$ cat src/rtl/local_alignment_score_fill_macros.svh
// Assertion macros used by local_alignment_score_fill.sv.
`ifndef LOCAL_ALIGNMENT_SCORE_FILL_MACROS_SVH
`define LOCAL_ALIGNMENT_SCORE_FILL_MACROS_SVH

// Checked at every clock edge outside reset.
`define LASF_ASSERT(lbl, prop, msg) \
  lbl: assert property (@(posedge clk_i) disable iff (!rst_ni) prop) else $error(msg);

// Checked at every clock edge, reset included.
`define LASF_ASSERT_ALWAYS(lbl, prop, msg) \
  lbl: assert property (@(posedge clk_i) prop) else $error(msg);

`endif

$ cat src/rtl/lasf_pkg.sv
package lasf_pkg;

  localparam int DEF_MAX_TEMPLATE = 64;
  localparam int DEF_SCORE_BITS   = 16;

  localparam int BASE_W  = 8;
  localparam int COEF_W  = 8;
  localparam int ROW_W   = 7;
  localparam int COL_W   = 16;
  localparam int THR_W   = 16;
  localparam int TIDX_W  = 6;
  localparam int ACT_W   = 2;
  localparam int CIDX_W  = 3;
  localparam int CDATA_W = 16;

  localparam logic [ACT_W-1:0] ACT_LOAD    = 2'd0;
  localparam logic [ACT_W-1:0] ACT_RESTART = 2'd1;
  localparam logic [ACT_W-1:0] ACT_SEQ     = 2'd2;

  localparam logic [CIDX_W-1:0] REG_MATCH     = 3'd0;
  localparam logic [CIDX_W-1:0] REG_MISMATCH  = 3'd1;
  localparam logic [CIDX_W-1:0] REG_GAP       = 3'd2;
  localparam logic [CIDX_W-1:0] REG_THRESHOLD = 3'd3;
  localparam logic [CIDX_W-1:0] REG_LENGTH    = 3'd4;

  localparam logic [COL_W-1:0] COL_MAX = '1;

  typedef struct packed {
    logic clear;
    logic shift;
    logic load;
  } cell_ctrl_t;

endpackage

$ cat src/rtl/local_alignment_score_fill.sv
// A sequence base moves the block to its run state on acceptance; row 1 reaches the output
// register on the first run step. The run then rotates the full cell ring once, one row
// result per cycle while the output is not stalled, and the input stalls until it ends;
// loads and restarts are taken in idle and start no run.
// Reset: async, active low; scores, column counter and control clear, registers take defaults.
// Template bases are undefined until loaded.
`include "local_alignment_score_fill_macros.svh"

module local_alignment_score_fill
  import lasf_pkg::*;
#(
  parameter int MAX_TEMPLATE = DEF_MAX_TEMPLATE,
  parameter int SCORE_BITS   = DEF_SCORE_BITS
) (
  input  logic                  clk_i,
  input  logic                  rst_ni,
  input  logic                  cfg_valid_i,
  output logic                  cfg_ready_o,
  input  logic [CIDX_W-1:0]     cfg_index_i,
  input  logic [CDATA_W-1:0]    cfg_data_i,
  input  logic                  in_valid_i,
  output logic                  in_stall_o,
  input  logic [ACT_W-1:0]      in_action_i,
  input  logic [BASE_W-1:0]     in_base_i,
  input  logic [TIDX_W-1:0]     in_template_index_i,
  output logic                  out_valid_o,
  input  logic                  out_stall_i,
  output logic [ROW_W-1:0]      out_row_o,
  output logic [COL_W-1:0]      out_column_o,
  output logic [SCORE_BITS-1:0] out_score_o,
  output logic [2:0]            out_trace_o,
  output logic                  out_hit_o,
  output logic                  out_last_o
);

  localparam int IW = (MAX_TEMPLATE > 1) ? $clog2(MAX_TEMPLATE) : 1;
  localparam int HW = (SCORE_BITS > THR_W) ? SCORE_BITS : THR_W;
  localparam logic [IW-1:0]    K_LAST  = IW'(MAX_TEMPLATE - 1);
  localparam logic [ROW_W-1:0] LEN_MAX = ROW_W'(MAX_TEMPLATE);

  typedef enum logic {
    ST_IDLE,
    ST_RUN
  } state_e;

  state_e                   state_q;
  logic [IW-1:0]            k_q;
  logic [SCORE_BITS-1:0]    above_new_q, above_old_q;
  logic [BASE_W-1:0]        seq_base_q;
  logic [COL_W-1:0]         col_q;
  logic signed [COEF_W-1:0] match_q, mismatch_q, gap_q;
  logic [THR_W-1:0]         thr_q;
  logic [ROW_W-1:0]         tlen_q;

  logic                     out_valid_q, out_hit_q, out_last_q;
  logic [ROW_W-1:0]         out_row_q;
  logic [COL_W-1:0]         out_col_q;
  logic [SCORE_BITS-1:0]    out_score_q;
  logic [2:0]               out_trace_q;

  logic [BASE_W-1:0]     cell_base [MAX_TEMPLATE];
  logic [SCORE_BITS-1:0] cell_score [MAX_TEMPLATE];
  logic [BASE_W-1:0]     head_base_d;
  logic [SCORE_BITS-1:0] head_score_d;

  logic [ROW_W-1:0]      len;
  logic [ROW_W-1:0]      row;
  logic                  in_acc, cfg_acc, out_free, active, step;
  logic                  do_load, do_clear;
  logic [SCORE_BITS-1:0] pe_score;
  logic [2:0]            pe_trace;

  always_comb begin
    if (tlen_q == '0) begin
      len = ROW_W'(1);
    end else if (tlen_q > LEN_MAX) begin
      len = LEN_MAX;
    end else begin
      len = tlen_q;
    end
  end

  assign in_stall_o  = (state_q == ST_RUN);
  assign cfg_ready_o = 1'b1;
  assign in_acc      = in_valid_i && !in_stall_o;
  assign cfg_acc     = cfg_valid_i && cfg_ready_o;
  assign out_free    = !out_valid_q || !out_stall_i;
  assign row         = ROW_W'(k_q) + ROW_W'(1);
  assign active      = (ROW_W'(k_q) < len);
  assign step        = (state_q == ST_RUN) && (!active || out_free);
  assign do_clear    = in_acc && (in_action_i == ACT_RESTART);
  assign do_load     = in_acc && (in_action_i == ACT_LOAD) &&
                       ({1'b0, in_template_index_i} < (TIDX_W + 1)'(MAX_TEMPLATE));

  lasf_pe #(
    .SCORE_BITS(SCORE_BITS)
  ) u_pe (
    .same_i     (cell_base[0] == seq_base_q),
    .above_new_i(above_new_q),
    .above_old_i(above_old_q),
    .left_i     (cell_score[0]),
    .match_i    (match_q),
    .mismatch_i (mismatch_q),
    .gap_i      (gap_q),
    .score_o    (pe_score),
    .trace_o    (pe_trace)
  );

  assign head_base_d  = cell_base[0];
  assign head_score_d = active ? pe_score : cell_score[0];

  for (genvar i = 0; i < MAX_TEMPLATE; i++) begin : g_cell
    cell_ctrl_t            ctrl;
    logic [BASE_W-1:0]     nb;
    logic [SCORE_BITS-1:0] ns;

    assign ctrl.clear = do_clear;
    assign ctrl.shift = step;
    assign ctrl.load  = do_load && (in_template_index_i[IW-1:0] == IW'(i));

    if (i == MAX_TEMPLATE - 1) begin : g_tail
      assign nb = head_base_d;
      assign ns = head_score_d;
    end else begin : g_mid
      assign nb = cell_base[i+1];
      assign ns = cell_score[i+1];
    end

    lasf_cell #(
      .SCORE_BITS(SCORE_BITS)
    ) u_cell (
      .clk_i      (clk_i),
      .rst_ni     (rst_ni),
      .ctrl_i     (ctrl),
      .load_base_i(in_base_i),
      .base_i     (nb),
      .score_i    (ns),
      .base_o     (cell_base[i]),
      .score_o    (cell_score[i])
    );
  end

  always_ff @(posedge clk_i or negedge rst_ni) begin
    if (!rst_ni) begin
      state_q     <= ST_IDLE;
      k_q         <= '0;
      col_q       <= '0;
      seq_base_q  <= '0;
      above_new_q <= '0;
      above_old_q <= '0;
      match_q     <= 8'sd1;
      mismatch_q  <= -8'sd1;
      gap_q       <= -8'sd2;
      thr_q       <= THR_W'(10);
      tlen_q      <= ROW_W'(64);
      out_valid_q <= 1'b0;
      out_row_q   <= '0;
      out_col_q   <= '0;
      out_score_q <= '0;
      out_trace_q <= '0;
      out_hit_q   <= 1'b0;
      out_last_q  <= 1'b0;
    end else begin
      if (cfg_acc) begin
        case (cfg_index_i)
          REG_MATCH:     match_q    <= cfg_data_i[COEF_W-1:0];
          REG_MISMATCH:  mismatch_q <= cfg_data_i[COEF_W-1:0];
          REG_GAP:       gap_q      <= cfg_data_i[COEF_W-1:0];
          REG_THRESHOLD: thr_q      <= cfg_data_i[THR_W-1:0];
          REG_LENGTH:    tlen_q     <= cfg_data_i[ROW_W-1:0];
          default: ;
        endcase
      end
      if (out_valid_q && !out_stall_i && !(step && active)) begin
        out_valid_q <= 1'b0;
      end
      case (state_q)
        ST_IDLE: begin
          if (do_clear) begin
            col_q <= '0;
          end else if (in_acc && in_action_i == ACT_SEQ) begin
            state_q     <= ST_RUN;
            k_q         <= '0;
            seq_base_q  <= in_base_i;
            above_new_q <= '0;
            above_old_q <= '0;
            if (col_q != COL_MAX) begin
              col_q <= col_q + COL_W'(1);
            end
          end
        end
        ST_RUN: begin
          if (step) begin
            if (active) begin
              above_old_q <= cell_score[0];
              above_new_q <= pe_score;
              out_valid_q <= 1'b1;
              out_row_q   <= row;
              out_col_q   <= col_q;
              out_score_q <= pe_score;
              out_trace_q <= pe_trace;
              out_hit_q   <= (HW'(pe_score) >= HW'(thr_q));
              out_last_q  <= (row == len);
            end
            if (k_q == K_LAST) begin
              state_q <= ST_IDLE;
            end else begin
              k_q <= k_q + IW'(1);
            end
          end
        end
        default: state_q <= ST_IDLE;
      endcase
    end
  end

  assign out_valid_o  = out_valid_q;
  assign out_row_o    = out_row_q;
  assign out_column_o = out_col_q;
  assign out_score_o  = out_score_q;
  assign out_trace_o  = out_trace_q;
  assign out_hit_o    = out_hit_q;
  assign out_last_o   = out_last_q;

  `LASF_ASSERT(a_run_ends, step && k_q == K_LAST |=> state_q == ST_IDLE, "run overran")
  `LASF_ASSERT(a_last_row, out_valid_o && out_last_o |-> out_row_o == len, "bad last")
  `LASF_ASSERT(a_row_range, out_valid_o |-> out_row_o != '0 && out_row_o <= len, "bad row")
  `LASF_ASSERT(a_trace_zero, out_valid_o && out_trace_o == '0 |-> out_score_o == '0, "bad trace")
  `LASF_ASSERT_ALWAYS(a_reset_idle, !rst_ni |-> state_q == ST_IDLE && !out_valid_o, "busy in reset")

endmodule

$ cat src/rtl/lasf_cell.sv
module lasf_cell
  import lasf_pkg::*;
#(
  parameter int SCORE_BITS = DEF_SCORE_BITS
) (
  input  logic                  clk_i,
  input  logic                  rst_ni,
  input  cell_ctrl_t            ctrl_i,
  input  logic [BASE_W-1:0]     load_base_i,
  input  logic [BASE_W-1:0]     base_i,
  input  logic [SCORE_BITS-1:0] score_i,
  output logic [BASE_W-1:0]     base_o,
  output logic [SCORE_BITS-1:0] score_o
);

  logic [BASE_W-1:0]     base_q;
  logic [SCORE_BITS-1:0] score_q;

  always_ff @(posedge clk_i) begin
    if (ctrl_i.shift) begin
      base_q <= base_i;
    end else if (ctrl_i.load) begin
      base_q <= load_base_i;
    end
  end

  always_ff @(posedge clk_i or negedge rst_ni) begin
    if (!rst_ni) begin
      score_q <= '0;
    end else if (ctrl_i.clear) begin
      score_q <= '0;
    end else if (ctrl_i.shift) begin
      score_q <= score_i;
    end
  end

  assign base_o  = base_q;
  assign score_o = score_q;

endmodule

$ cat src/rtl/lasf_pe.sv
module lasf_pe
  import lasf_pkg::*;
#(
  parameter int SCORE_BITS = DEF_SCORE_BITS
) (
  input  logic                     same_i,
  input  logic [SCORE_BITS-1:0]    above_new_i,
  input  logic [SCORE_BITS-1:0]    above_old_i,
  input  logic [SCORE_BITS-1:0]    left_i,
  input  logic signed [COEF_W-1:0] match_i,
  input  logic signed [COEF_W-1:0] mismatch_i,
  input  logic signed [COEF_W-1:0] gap_i,
  output logic [SCORE_BITS-1:0]    score_o,
  output logic [2:0]               trace_o
);

  localparam int CW = SCORE_BITS + 2;

  logic signed [CW-1:0] gap_x, diag_x, vert, diag, horz, best;

  always_comb begin
    gap_x  = {{(CW-COEF_W){gap_i[COEF_W-1]}}, gap_i};
    diag_x = same_i ? {{(CW-COEF_W){match_i[COEF_W-1]}}, match_i}
                    : {{(CW-COEF_W){mismatch_i[COEF_W-1]}}, mismatch_i};
    vert = signed'({2'b00, above_new_i}) + gap_x;
    diag = signed'({2'b00, above_old_i}) + diag_x;
    horz = signed'({2'b00, left_i}) + gap_x;
    best = '0;
    if (vert > best) best = vert;
    if (diag > best) best = diag;
    if (horz > best) best = horz;
    trace_o = {horz == best, diag == best, vert == best};
    score_o = (best[CW-1:SCORE_BITS] != 2'b00) ? {SCORE_BITS{1'b1}}
                                               : best[SCORE_BITS-1:0];
  end

endmodule

$ cat config.mk
export PLATFORM = sky130hd
export DESIGN_NAME = local_alignment_score_fill
export DESIGN_NICKNAME = d
export VERILOG_FILES = /design/src/rtl/lasf_pkg.sv /design/src/rtl/local_alignment_score_fill.sv /design/src/rtl/lasf_cell.sv /design/src/rtl/lasf_pe.sv
export VERILOG_INCLUDE_DIRS = /design/src /design/src/rtl
export SDC_FILE = /design/constraint.sdc
export NUM_CORES = 2
export LEC_CHECK = 0
export BUFFER_PORTS_ARGS = -buffer_cell sky130_fd_sc_hd__buf_4
export CAP_MARGIN = 20
export CORE_MARGIN = 4
export CORE_UTILIZATION = 50
export CTS_CLUSTER_DIAMETER = 30
export DETAILED_ROUTE_END_ITERATION = 10
export PLACE_DENSITY = 0.68
export SLEW_MARGIN = 10
export SYNTH_ARGS = -nofsm -noshare
export SYNTH_HDL_FRONTEND = slang
export SYNTH_SLANG_ARGS = --single-unit
$ cat constraint.sdc
create_clock -name clk_i -period 9.4 [get_ports clk_i]
set_input_delay 1.88 -clock clk_i [delete_from_list [all_inputs] [get_ports clk_i]]
set_output_delay 1.88 -clock clk_i [all_outputs]
set_load 0.05 [all_outputs]
# After elaboration in Yosys (flattened, before gate mapping)
# Cells that the tools add are included.
dict set report classes {
  add_sub_neg 6
  order_cmp 6
  n_eq_ne 81
  muxes 289
  bitwise_logic 2
  reduce_logical 161
}
# op n
set ops {}
lappend ops {{two-way mux 16 bit} 139}
lappend ops {{two-way mux 8 bit} 128}
lappend ops {{== test 6 bit, second input constant} 33}
lappend ops {{nonzero test 2 bit} 68}
lappend ops {{== test 6 x 5 -> 1 bit, second input constant} 16}
lappend ops {{logical AND 1 bit} 72}
lappend ops {{two-way mux 18 bit} 4}
lappend ops {{case mux 16 bit (2 select lines)} 2}
lappend ops {{== test 18 bit} 3}
lappend ops {{== test 6 x 4 -> 1 bit, second input constant} 8}
lappend ops {{adder 17 x 8 -> 18 bit} 2}
lappend ops {{greater-than comparator 18 bit} 2}
lappend ops {{== test 6 x 3 -> 1 bit, second input constant} 4}
lappend ops {{two-way mux 6 bit} 4}
lappend ops {{adder 17 x 18 -> 18 bit} 1}
lappend ops {{greater-than comparator 18 x 1 -> 1 bit, second input constant} 1}
lappend ops {{adder 16 x 1 -> 16 bit, second input constant} 1}
lappend ops {{>= comparator 16 bit} 1}
lappend ops {{inequality test 16 bit, second input constant} 1}
lappend ops {{two-way mux 7 bit} 2}
lappend ops {{== test 6 x 2 -> 1 bit, second input constant} 2}
lappend ops {{case mux 6 bit (2 select lines)} 1}
lappend ops {{AND reduction 2 bit} 5}
lappend ops {{AND reduction 3 bit} 3}
lappend ops {{other kinds (24)} 42}
dict set report word_totals {
  reg_bits 1691
  out_inout_bits 47
}

# Logic depth before layout (Yosys ltp)
dict set report depth {
  depth_word 14
  ltp_mapped 49
}

# Modules after synthesis
# From an unflattened synthesis, not the netlist that was laid out.
dict set report unflattened {
  hier_cells 6128
  hier_area_um2 78766.8
}
# module instances cells_per_inst area_per_inst_um2 seq_area_each_um2
set modules_own_cells {}
lappend modules_own_cells {lasf_cell 64 70 1019.7 640.6}
lappend modules_own_cells {local_alignment_score_fill 1 777 7558.5 3902.5}
lappend modules_own_cells {lasf_pe 1 871 5945.7 0.0}

# Worst setup path before layout
# OpenSTA, ideal clock, no wires.
dict set report synth_path {
  path_type {reg2reg}
  start {reg g_cell[0].u_cell.base_q[1]}
  end {reg out_hit_q (netlist: out_hit_o)}
  setup_ps 119
  arrival_ps 8609
  setup_slack_ps 672
  path_stages_with_launch 47
  n_path_buf 4
  cell_sequence {edfxtp_1 xor2_1 nor4_1 nand2_1 mux2i_2 inv_2 ha_1 buf_6 a2111oi_4 o21ai_1 o21ai_1 o31ai_2 a21o_1 a21oi_2 xor2_2 ha_1 a2111oi_0 nand2_1 [11 not listed] a21oi_1 a221o_1 buf_1 mux2_2 nor2_1 ha_1 nand2b_1 a21o_1 a21o_1 a21o_1 a21o_1 a21o_1 a21o_1 a21oi_1 o21ai_0 a21oi_1 o211ai_1 o21a_1}
}
dict set report synth_via {
  elab_chain_cells 10
}
# element line
set synth_rtl {}
lappend synth_rtl {{from (decl)} lasf_cell.sv:16} ;# logic [BASE_W-1:0] base_q;
lappend synth_rtl {{from (signal assigned)} lasf_cell.sv:21} ;# base_q <= base_i;
lappend synth_rtl {{from (signal assigned)} lasf_cell.sv:23} ;# base_q <= load_base_i;
lappend synth_rtl {{== test 8 bit *} local_alignment_score_fill.sv:98} ;# .same_i (cell_base[0] == seq_base_q),
lappend synth_rtl {{two-way mux 18 bit *} lasf_pe.sv:23} ;# diag_x = same_i ? {{(CW-COEF_W){match_i[COEF_W-1]}}, match_i}
lappend synth_rtl {{adder 17 x 18 -> 18 bit *} lasf_pe.sv:26} ;# diag = signed'({2'b00, above_old_i}) + diag_x;
lappend synth_rtl {{greater-than comparator 18 bit} lasf_pe.sv:30} ;# if (diag > best) best = diag;
lappend synth_rtl {{two-way mux 18 bit *} lasf_pe.sv:30}
lappend synth_rtl {{greater-than comparator 18 bit} lasf_pe.sv:31} ;# if (horz > best) best = horz;
lappend synth_rtl {{two-way mux 18 bit *} lasf_pe.sv:31}
lappend synth_rtl {{nonzero test 2 bit} lasf_pe.sv:33} ;# score_o = (best[CW-1:SCORE_BITS] != 2'b00) ? {SCORE_BITS{1'b1}}
lappend synth_rtl {{two-way mux 16 bit *} lasf_pe.sv:33}
lappend synth_rtl {{>= comparator 16 bit *} local_alignment_score_fill.sv:202} ;# out_hit_q <= (HW'(pe_score) >= HW'(thr_q));
lappend synth_rtl {{to (signal assigned)} local_alignment_score_fill.sv:202}
lappend synth_rtl {{to (decl)} local_alignment_score_fill.sv:55} ;# logic out_valid_q, out_hit_q, out_last_q;
# Mark *: on every way between the ends. The rest lies on a longest branch, timed or not.
# A chain may end at the register's enable or synchronous reset.

# Final worst setup path
dict set report layout_path {
  start {reg g_cell[0].u_cell.base_q[2]}
  end {reg out_hit_q (netlist: out_hit_o)}
}
dict set report layout_via {
  elab_chain_cells 10
}
# element line
set layout_rtl {}
lappend layout_rtl {{== test 8 bit *} local_alignment_score_fill.sv:98}
lappend layout_rtl {{two-way mux 18 bit *} lasf_pe.sv:23}
lappend layout_rtl {{adder 17 x 18 -> 18 bit *} lasf_pe.sv:26}
lappend layout_rtl {{greater-than comparator 18 bit} lasf_pe.sv:30}
lappend layout_rtl {{two-way mux 18 bit *} lasf_pe.sv:30}
lappend layout_rtl {{greater-than comparator 18 bit} lasf_pe.sv:31}
lappend layout_rtl {{two-way mux 18 bit *} lasf_pe.sv:31}
lappend layout_rtl {{nonzero test 2 bit} lasf_pe.sv:33}
lappend layout_rtl {{two-way mux 16 bit *} lasf_pe.sv:33}
lappend layout_rtl {{via pe_score[2]} local_alignment_score_fill.sv:70} ;# logic [SCORE_BITS-1:0] pe_score;
lappend layout_rtl {{>= comparator 16 bit *} local_alignment_score_fill.sv:202}
# The timed path passes the listed nets; every way through them passes the cells marked *.

==> metrics <==
outcome=complete, no violations; clock sinks=1691; Critical Path End Type=register; routability-driven placement congestion ratio=0.989; Die X=388 um; crit path max-delay cell type=or3_4; I/O pins=87; cts bufs inserted=about 350; Fin Setup TNS=0 ns; die area=151000 um2; Post-Route WL=179000 um; fin cells=9479; Synth area leaders=dfrtp_1, edfxtp_1, nand2_1; vias per cell=around 5.5; final setup skew=0.0832 ns; Total GRT Usage=23.6%; total gr overflow=0; DP Worst Slack=0.152 ns; leading area contributor after synthesis=dfrtp_1; placed wire-length estimate=107000 um; R2R setup slack=approximately 0.51 ns; #FFs+latches synth=1691; CTS root buf=clkbuf_16; Core ar.=around 140000 um2; 1st-iter DRT viols=between 4000 and 5000; Area growth syn-to-layout=21.6%; clk slew on worst S/H paths=0.05 ns; pwr dens=389 nW/um2; Post-synth ARST share=69.7%; commonest register cell after synthesis=dfrtp_1; critical path depth in cells=43; DRC=0; total power=between 30 and 40 mW; Rows=around 140; Synth top area share=40.1%; max_slew headroom=19.9%; share of cells above drive strength 1=between 10% and 20%; Critical path origin=g_cell[0].u_cell.base_o[2]; worst hold margin=0.433 ns; syn avg cell area=10.2 um2; Final WS setup=~0.51 ns; critical path capture point=out_hit_o; post-synthesis sequential area ratio=62.1%; H-tree depth=5; WL/cell=18.9 um; number of hold-slack violations in the final timing report=0; endpoints failing setup=0; max cap viols=0; max-slew violation count=0; achievable frequency=around 110 MHz; DR pass1 iterations=5; Ys Warns=0; r2r endpoint=out_hit_o; placed insts=8846; Post-Synthesis Cell Area=72300 um2; kind of critical path=reg -> reg; vias in the first global route=52300; Worst Reg-to-Reg Cells=43; Fill cells=11700; initial antenna violation count=5; Lkg Pwr=45.1 nW; clk_lat worst skew=0.93 ns; final net count=7460; number of antenna-violating nets in the routed design=0; crit start category=register; initial core utilization=50.4%; worst-margin pin slew=1.20 ns; Bufs on Longest Clock Path=4; Crit Path Max Fanout=11; CP arrival=9.62 ns; total number of vias=52300; Distinct cells, synth=92; global-route wire length before repair=290000 um; clock tree from TritonCTS=done; cell mode on critical path=a21o_1; fin crit period=8.89 ns; largest delay contributor family on the critical path=compound AO/OA/AOI/OAI gates; largest net degree at the start of global routing=252; hold crit path type=reg -> reg; Post-Syn Instances=7116; Worst R2R Start=g_cell[0].u_cell.base_o[2]; Required @ worst endpoint=10.13 ns; IR drop worst, VDD=0.266 mV; Die Y=between 300 and 400 um; final period utilization=94.6%; WP buf/inv=4; Post-synth EDFFs=512; slowest stage delay, CP=about 0.43 ns; IO Port Bufs=85
## power breakdown
part	switching, mW	leakage, nW	internal [mW]
Clock	3.94	5.84	8.59
Combinational	6.86	18.1	3.53
Sequential	0.893	21.1	10.4
Total	11.7	45.1	22.5
## how the worst min path moves through the flow
stage | start | slack [ns] | cells past startpoint | to
final | g_cell[23].u_cell.score_o[11] | 0.43 | 2 | g_cell[22].u_cell.score_o[11]
after global routing | g_cell[49].u_cell.score_o[11] | 0.46 | 2 | g_cell[48].u_cell.score_o[11]
after CTS | g_cell[58].u_cell.score_o[1] | 0.43 | 2 | g_cell[57].u_cell.score_o[1]
after detailed placement | g_cell[40].u_cell.score_o[7] | 0.45 | 2 | g_cell[39].u_cell.score_o[7]
after global placement | g_cell[33].u_cell.score_o[10] | 0.45 | 2 | g_cell[32].u_cell.score_o[10]
after floorplan | g_cell[1].u_cell.score_o[0] | 0.44 | 2 | g_cell[0].u_cell.score_o[0]
## timing repair
item	in CTS	in global routing
resized for setup	0	54
endpoints found under the setup margin	0	1
endpoints found under the hold margin	0	0
hold buffers	0	0
setup buffers	0	4
## cell usage after synthesis (all sizes together) (4+ instances only)
master	number
a221oi	7
o2111ai	8
nand2b	25
a2111oi	7
ha	110
nand4	19
xor2	49
a21o	550
o21bai	4
o31ai	10
inv	75
or3	7
a211oi	12
and2	16
a221o	4
nand3	1070
edfxtp	512
nand2	2270
mux2	62
buf	129
xnor2	64
o22ai	10
nor4	12
and3	7
nor2	102
a21oi	80
o21ai	160
a31oi	13
or2	4
dfstp	19
mux2i	11
nor3	23
nand4b	4
o211ai	26
o21a	9
a211o	11
a21boi	5
a31o	5
clkbuf	387
nor2b	15
dfrtp	1160
## kinds of logic after synthesis
kind of cell | after synthesis | synth area share (%)
AO/OA/AOI/OAI | 944 | 9.24
XOR/XNOR | 113 | 1.40
adder cells (fa/ha/maj) | 113 | 1.99
buffers and inverters | 592 | 3.14
flip-flops | 1691 | 62.1
multiplexers | 73 | 1.12
other | 1 | 0.00518
AND/OR/NAND/NOR | 3589 | 21.0
## cells in the final DEF (no fill, tap or decap), types with 19 or more instances in the layout
cell type,netlist,final
o211ai_1,26,26
nand3_1,1070,1070
xor2_1,47,44
mux2_2,62,61
buf_4,1,319
bufinv_16,0,51
dfstp_2,19,19
ha_1,110,106
nor3_1,23,20
a21o_1,550,550
clkbuf_8,0,33
dfrtp_1,1160,1160
o21ai_0,148,135
edfxtp_1,512,512
nand4_1,19,19
clkbuf_16,0,359
nand2_1,2269,2267
a21oi_1,76,71
clkinvlp_4,0,41
nand2b_1,25,25
clkinv_4,0,20
inv_1,73,73
clkinv_2,0,57
clkbuf_1,387,32
xnor2_1,63,61
nor2_1,99,96
## stage by stage
step | util [%] | area (um2)
after floorplan | - | 72300
after global placement | 52.5 | 75500
after detailed placement | 52.6 | 75500
after CTS | 61.0 | 87600
after global routing | 61.2 | 88000
final | 61.2 | 88000
## area by class of cell
cell class | instances | area, um2 | area share, %
sequential | 1691 | 44900 | 51.0
multi-input combinational | 4834 | 25500 | 29.0
clock buffer | 424 | 9560 | 10.9
timing repair buffer | 355 | 2840 | 3.23
clock inverter | 195 | 2510 | 2.86
tap | 1903 | 2380 | 2.71
inverter | 76 | 285 | 0.324
antenna | 1 | 2.50 | 0.00284
## state kept, by name (all words and copies together) (netlist names)
signal,count
mismatch_q,8
above_new_q,16
out_score_o,16
out_last_o,1
k_q,6
tlen_q,7
match_q,8
seq_base_q,8
g_cell.u_cell.base_o,512
out_column_o,16
gap_q,8
col_q,16
above_old_q,16
out_trace_o,3
out_row_o,7
in_stall_o,1
thr_q,16
out_valid_o,1
out_hit_o,1
g_cell.u_cell.score_o,1024
## worst reg2reg max path: cells and delay by family (launching register included)
family	cells	cell delay, ns
DFF	1	0.39
adders and majority gates	4	1.03
AOI/OAI and AO/OA	22	3.73
muxes	3	0.88
and+or+nand+nor	8	1.75
buffers and inverters	4	0.64
xor gates and xnor gates	2	0.28
## layer usage
layer,wire length (um),vias up,global-route usage (%)
met3,9450,242,4.45
met1,85900,26300,35.8
met2,80500,1199,35.4
met4,3090,2,5.92
met5,20,-,0
li1,-,24600,-
(Power assumes the default switching activity.)
